<file path="src/rtl/dwc_pkg.sv">
// Shared constants, types and request codes for the depthwise 3x3 convolution block.
`timescale 1ns / 1ps

package dwc_pkg;

    localparam int IMAGE_SIZE   = 64;
    localparam int MAX_CHANNELS = 64;
    localparam int KTAPS        = 9;
    localparam int KSIDE        = 3;
    localparam int ACT_SHIFT    = 8;

    localparam int COL_W        = $clog2(IMAGE_SIZE);
    localparam int ROW_W        = $clog2(IMAGE_SIZE);
    localparam int CH_W         = $clog2(MAX_CHANNELS);
    localparam int CNT_W        = 7;
    localparam int CFG_RESET    = 64;
    localparam int IDX_W        = 10;
    localparam int LANE_W       = $clog2(KTAPS);
    localparam int WEIGHT_DEPTH = MAX_CHANNELS * KTAPS;
    localparam int LINE_AW      = CH_W + COL_W;
    localparam int LINE_DEPTH   = MAX_CHANNELS << COL_W;

    // Reciprocal of the kernel size for splitting a weight index into channel and lane.
    localparam int RECIP_SH     = 15;
    localparam int RECIP        = (1 << RECIP_SH) / KTAPS + 1;
    localparam int RECIP_PW     = IDX_W + RECIP_SH;

    localparam int PROD_W       = 16;
    localparam int PSUM_W       = PROD_W + 2;
    localparam int ACT_W        = 7;

    typedef enum logic [1:0] {
        REQ_PIXEL  = 2'd0,
        REQ_WEIGHT = 2'd1,
        REQ_BIAS   = 2'd2
    } t_req;

    typedef struct packed {
        logic valid;
        logic last;
    } t_ctl;

    typedef logic [KTAPS-1:0][7:0] t_kbytes;

endpackage

</file>
<file path="src/rtl/dwc_mac.sv">
// Multiply-accumulate pipeline: nine products, partial sums, bias, shift and ReLU.
`timescale 1ns / 1ps

module dwc_mac (
    input  logic                   i_clk,
    input  logic                   i_rst_n,
    input  logic                   i_en,
    input  dwc_pkg::t_ctl          i_ctl,
    input  dwc_pkg::t_kbytes       i_taps,
    input  dwc_pkg::t_kbytes       i_wts,
    input  logic [31:0]            i_bias,
    output dwc_pkg::t_ctl          o_ctl,
    output logic [dwc_pkg::ACT_W-1:0] o_act
);

    dwc_pkg::t_ctl    r2_ctl, r3_ctl, r4_ctl;
    dwc_pkg::t_kbytes r2_taps, r2_wts;
    logic [31:0]      r2_bias, r3_bias, r4_bias;

    logic signed [dwc_pkg::PROD_W-1:0] w_prod [dwc_pkg::KTAPS];
    logic signed [dwc_pkg::PROD_W-1:0] r3_prod [dwc_pkg::KTAPS];
    logic signed [dwc_pkg::PSUM_W-1:0] w_psum [dwc_pkg::KSIDE];
    logic signed [dwc_pkg::PSUM_W-1:0] r4_psum [dwc_pkg::KSIDE];
    logic [31:0]                       w_sum;

    always_ff @(posedge i_clk) begin
        if (!i_rst_n) begin
            r2_ctl <= '0;
            r3_ctl <= '0;
            r4_ctl <= '0;
        end else if (i_en) begin
            r2_ctl <= i_ctl;
            r3_ctl <= r2_ctl;
            r4_ctl <= r3_ctl;
        end
    end

    always_comb begin
        for (int k = 0; k < dwc_pkg::KTAPS; k++) begin
            w_prod[k] = $signed(r2_taps[k]) * $signed(r2_wts[k]);
        end
    end

    always_comb begin
        for (int g = 0; g < dwc_pkg::KSIDE; g++) begin
            w_psum[g] = dwc_pkg::PSUM_W'(r3_prod[g*dwc_pkg::KSIDE])
                      + dwc_pkg::PSUM_W'(r3_prod[g*dwc_pkg::KSIDE+1])
                      + dwc_pkg::PSUM_W'(r3_prod[g*dwc_pkg::KSIDE+2]);
        end
    end

    always_ff @(posedge i_clk) begin
        if (i_en) begin
            r2_taps <= i_taps;
            r2_wts  <= i_wts;
            r2_bias <= i_bias;
            r3_bias <= r2_bias;
            r4_bias <= r3_bias;
            for (int k = 0; k < dwc_pkg::KTAPS; k++) begin
                r3_prod[k] <= w_prod[k];
            end
            for (int g = 0; g < dwc_pkg::KSIDE; g++) begin
                r4_psum[g] <= w_psum[g];
            end
        end
    end

    assign w_sum = r4_bias + 32'(r4_psum[0]) + 32'(r4_psum[1]) + 32'(r4_psum[2]);

    assign o_ctl = r4_ctl;
    assign o_act = w_sum[dwc_pkg::ACT_SHIFT + dwc_pkg::ACT_W] ? '0
                 : w_sum[dwc_pkg::ACT_SHIFT +: dwc_pkg::ACT_W];

endmodule

</file>
<file path="config.mk">
export PLATFORM = sky130hd
export DESIGN_NAME = dwc_mac
export DESIGN_NICKNAME = d
export VERILOG_FILES = /design/src/rtl/dwc_pkg.sv /design/src/rtl/dwc_mac.sv
export SDC_FILE = /design/constraint.sdc
export NUM_CORES = 2
export LEC_CHECK = 0
export BUFFER_PORTS_ARGS = -buffer_cell sky130_fd_sc_hd__buf_4
export CORE_UTILIZATION = 55
export DETAILED_ROUTE_END_ITERATION = 6
export PLACE_DENSITY = 0.73
export REMOVE_ABC_BUFFERS = 1
export SLEW_MARGIN = 10
export SYNTH_ARGS = -nofsm -noshare
export SYNTH_HDL_FRONTEND = slang
export SYNTH_SLANG_ARGS = --single-unit
</file>
<file path="constraint.sdc">
create_clock -name i_clk -period 5.6 [get_ports i_clk]
set_input_delay 1.12 -clock i_clk [delete_from_list [all_inputs] [get_ports i_clk]]
set_output_delay 1.12 -clock i_clk [all_outputs]
set_load 0.01 [all_outputs]
</file>
==> impl_metrics.toml <==
[place]
dp_hpwl_mm = 55.2
dpl_worst_slack_ps = 662
portBuffers = 173
globalplace.congestion = 0.833

[cts]
cts.sinks = 390
path_clk_slew_ps = 60
cts_buffers = 47
clk-insertion-delay-late_ps = 600
post_cts.repair.setup_buffers = 0
ctsResizeCount = 0
clock_path_buffers = 3
htree_levels = 2
root_buffer = "clkbuf_16"
cts_hold_buf = 0
cts_tree = "yes"

[sta]
worst_pin_slew_ps = 876
timing.fmax_ghz = 0.187
period_share = 0.957
min_period_ps = 5360
setup_viol = 0
hold_slack_ps = 415
rsz0062_at_grt = "no"
maxSlewHeadroom = 0.416
fin_skew_ps = 19.5
maxSlewViolCount = 0
fin_ws_ps = 243
hold_viol_final = 0
finalSetupTns_ps = 0

[logic_synthesis]
ys_warn_count = 0
syn_area_per_cell_um2 = 11.3
synth-xor-area-share = 0.0444
synthArstFlopShare = 0
synth_seq_cells = 390
synth-simple-area-share = 0.122
synth_flop_cell = "edfxtp_1"
synth_area_um2 = 38100
synth_top_family_by_area = "adder cells"
synth_compound_area_frac = 0.0408
synthAdderAreaFrac = 0.405
yosys.area.top_type = "edfxtp_1"
yosysSeqAreaShare = 0.306
synthDistinctLibCells = 63
synth-edff-count = 384
synth_top_area_frac = 0.303
ys_top_cells_by_area = "edfxtp_1 30%, fa_1 30%, ha_1 10%"
synth_mux_area_frac = 0.00552
syn_inst = 3356

[global_route]
antenna_found_initial = 1
grt_max_degree = 104
grt_pass1_wl_mm = 120
grt_pass1_vias = 24600
grt_overflow = 0
track_usage = 0.213

[die]
fp.dieH_um = 265
initial_core_util = 0.555
io_pins = 190
rows = 96
fp.coreArea_um2 = 68600
die_w_um = 265
die_area_um2 = 70200

[worst_setup_path]
critical_path.startpoint = "r4_bias[4]"
worstPathArrival_ps = 4240
end_kind = "output port"
cpLargestDelayFamily = "adder cells"
path_max_fanout = 5
path_cells = "fa_1 -> fa_1 -> ha_1 -> a211oi_2 -> a22oi_1 -> a211o_4 -> a41o_4 -> o31ai_4 -> xor2_2 -> nor3_2 -> buf_4"
crit_slowest_cell = "fa_1"
worstPathBufferInverterCount = 1
cp-start-kind = "flop"
r2r-start = "r2_wts[34]"
critPathKind = "reg2out"
cpMostUsedCell = "fa_1"
slowest_delay_ps = 570
cp.required_ps = 4480

[cells_and_area]
diodes = 0
multiInputGateArea_um2 = 23500
fillers = 5579
fin_util = 0.615
drive_gt1_frac = 0.0785
seqCellArea_um2 = 11700
area_growth_pct = 10.9
final_nets = 4653

[drt]
wl_per_cell_um = 15.3
drt_iter0_markers = 1004
routed-via-count = 23100
drc = 0
ant_nets = 0
first_pass_iters = 5
viasPerCell = 5.07
wirelength_mm = 69.4

[status]
status = "finished, final reports clean"

[min_path]
min_from = "r3_bias[11]"
min_path_type = "reg2reg"

[run]
drv_cap = 0
-- cell families after synthesis --
kind of cell | after synthesis
AOI/OAI and AO/OA | 240
xor gates and xnor gates | 190
adders and majority gates | 888
buffers and inverters | 774
DFF | 390
muxes | 20
and+or+nand+nor | 854
-- state kept, by name, summed over array words and instances, names as in the netlist --
signal / cells
r2_wts: 72
r3_prod: 144
r4_bias: 16
r3_ctl: 2
r3_bias: 16
r2_ctl: 2
r2_taps: 72
o_ctl: 2
r2_bias: 16
r4_psum: 48
-- synthesized netlist by cell type, drive strengths merged, types with 34 or more instances --
cell type,count
xnor2,166
edfxtp,384
a21oi,92
and2,380
nand2,183
inv,769
fa,572
nor2b,82
nor3,34
ha,316
nor2,85
o21ai,43
-- worst paths after layout --
path | depth (start not counted) | end | slack, ps
max reg2reg | 17 | r3_prod[0][79] | 640
max | 11 | o_act[1] | 240
min | 0 | r4_bias[11] | 410
min reg2reg | 0 | r4_bias[11] | 410
-- layout make-up --
class | instances | share of cell area
tap | 931 | 0.0276
clock inverter | 26 | 0.00806
multi-input combinational | 2192 | 0.557
inverter | 773 | 0.0689
sequential | 390 | 0.276
clock buffer | 57 | 0.0298
timing repair buffer | 180 | 0.0328
-- cells in the final DEF, fill, tap and decap left out, types with 21 or more instances in the layout --
cell type / instances
and2_1: 380
buf_4: 177
o21ai_0: 22
fa_1: 572
nor2b_1: 82
nand2_1: 183
a21oi_1: 91
xor2_1: 23
xnor2_1: 165
edfxtp_1: 384
ha_1: 316
o21ai_1: 21
nor3_1: 33
inv_1: 768
clkbuf_16: 49
nor2_1: 85
-- per-layer routing --
metal,share of wire,vias up,GRT usage
li1,-,11000,-
met1,0.44,11600,0.290
met2,0.50,358,0.363
met3,0.037,96,0.0244
met4,0.021,2,0.0558
met5,0.00027,-,0
-- through the flow --
stage	area, µm²	std cells
floorplan	38100	3355
global placement	40600	4466
detailed placement	40600	4466
CTS	42200	4549
global route	42200	4549
finish	42200	4549
Power is not shown: default switching activity piles up to over one toggle a cycle in this logic, so the estimate is an artifact.
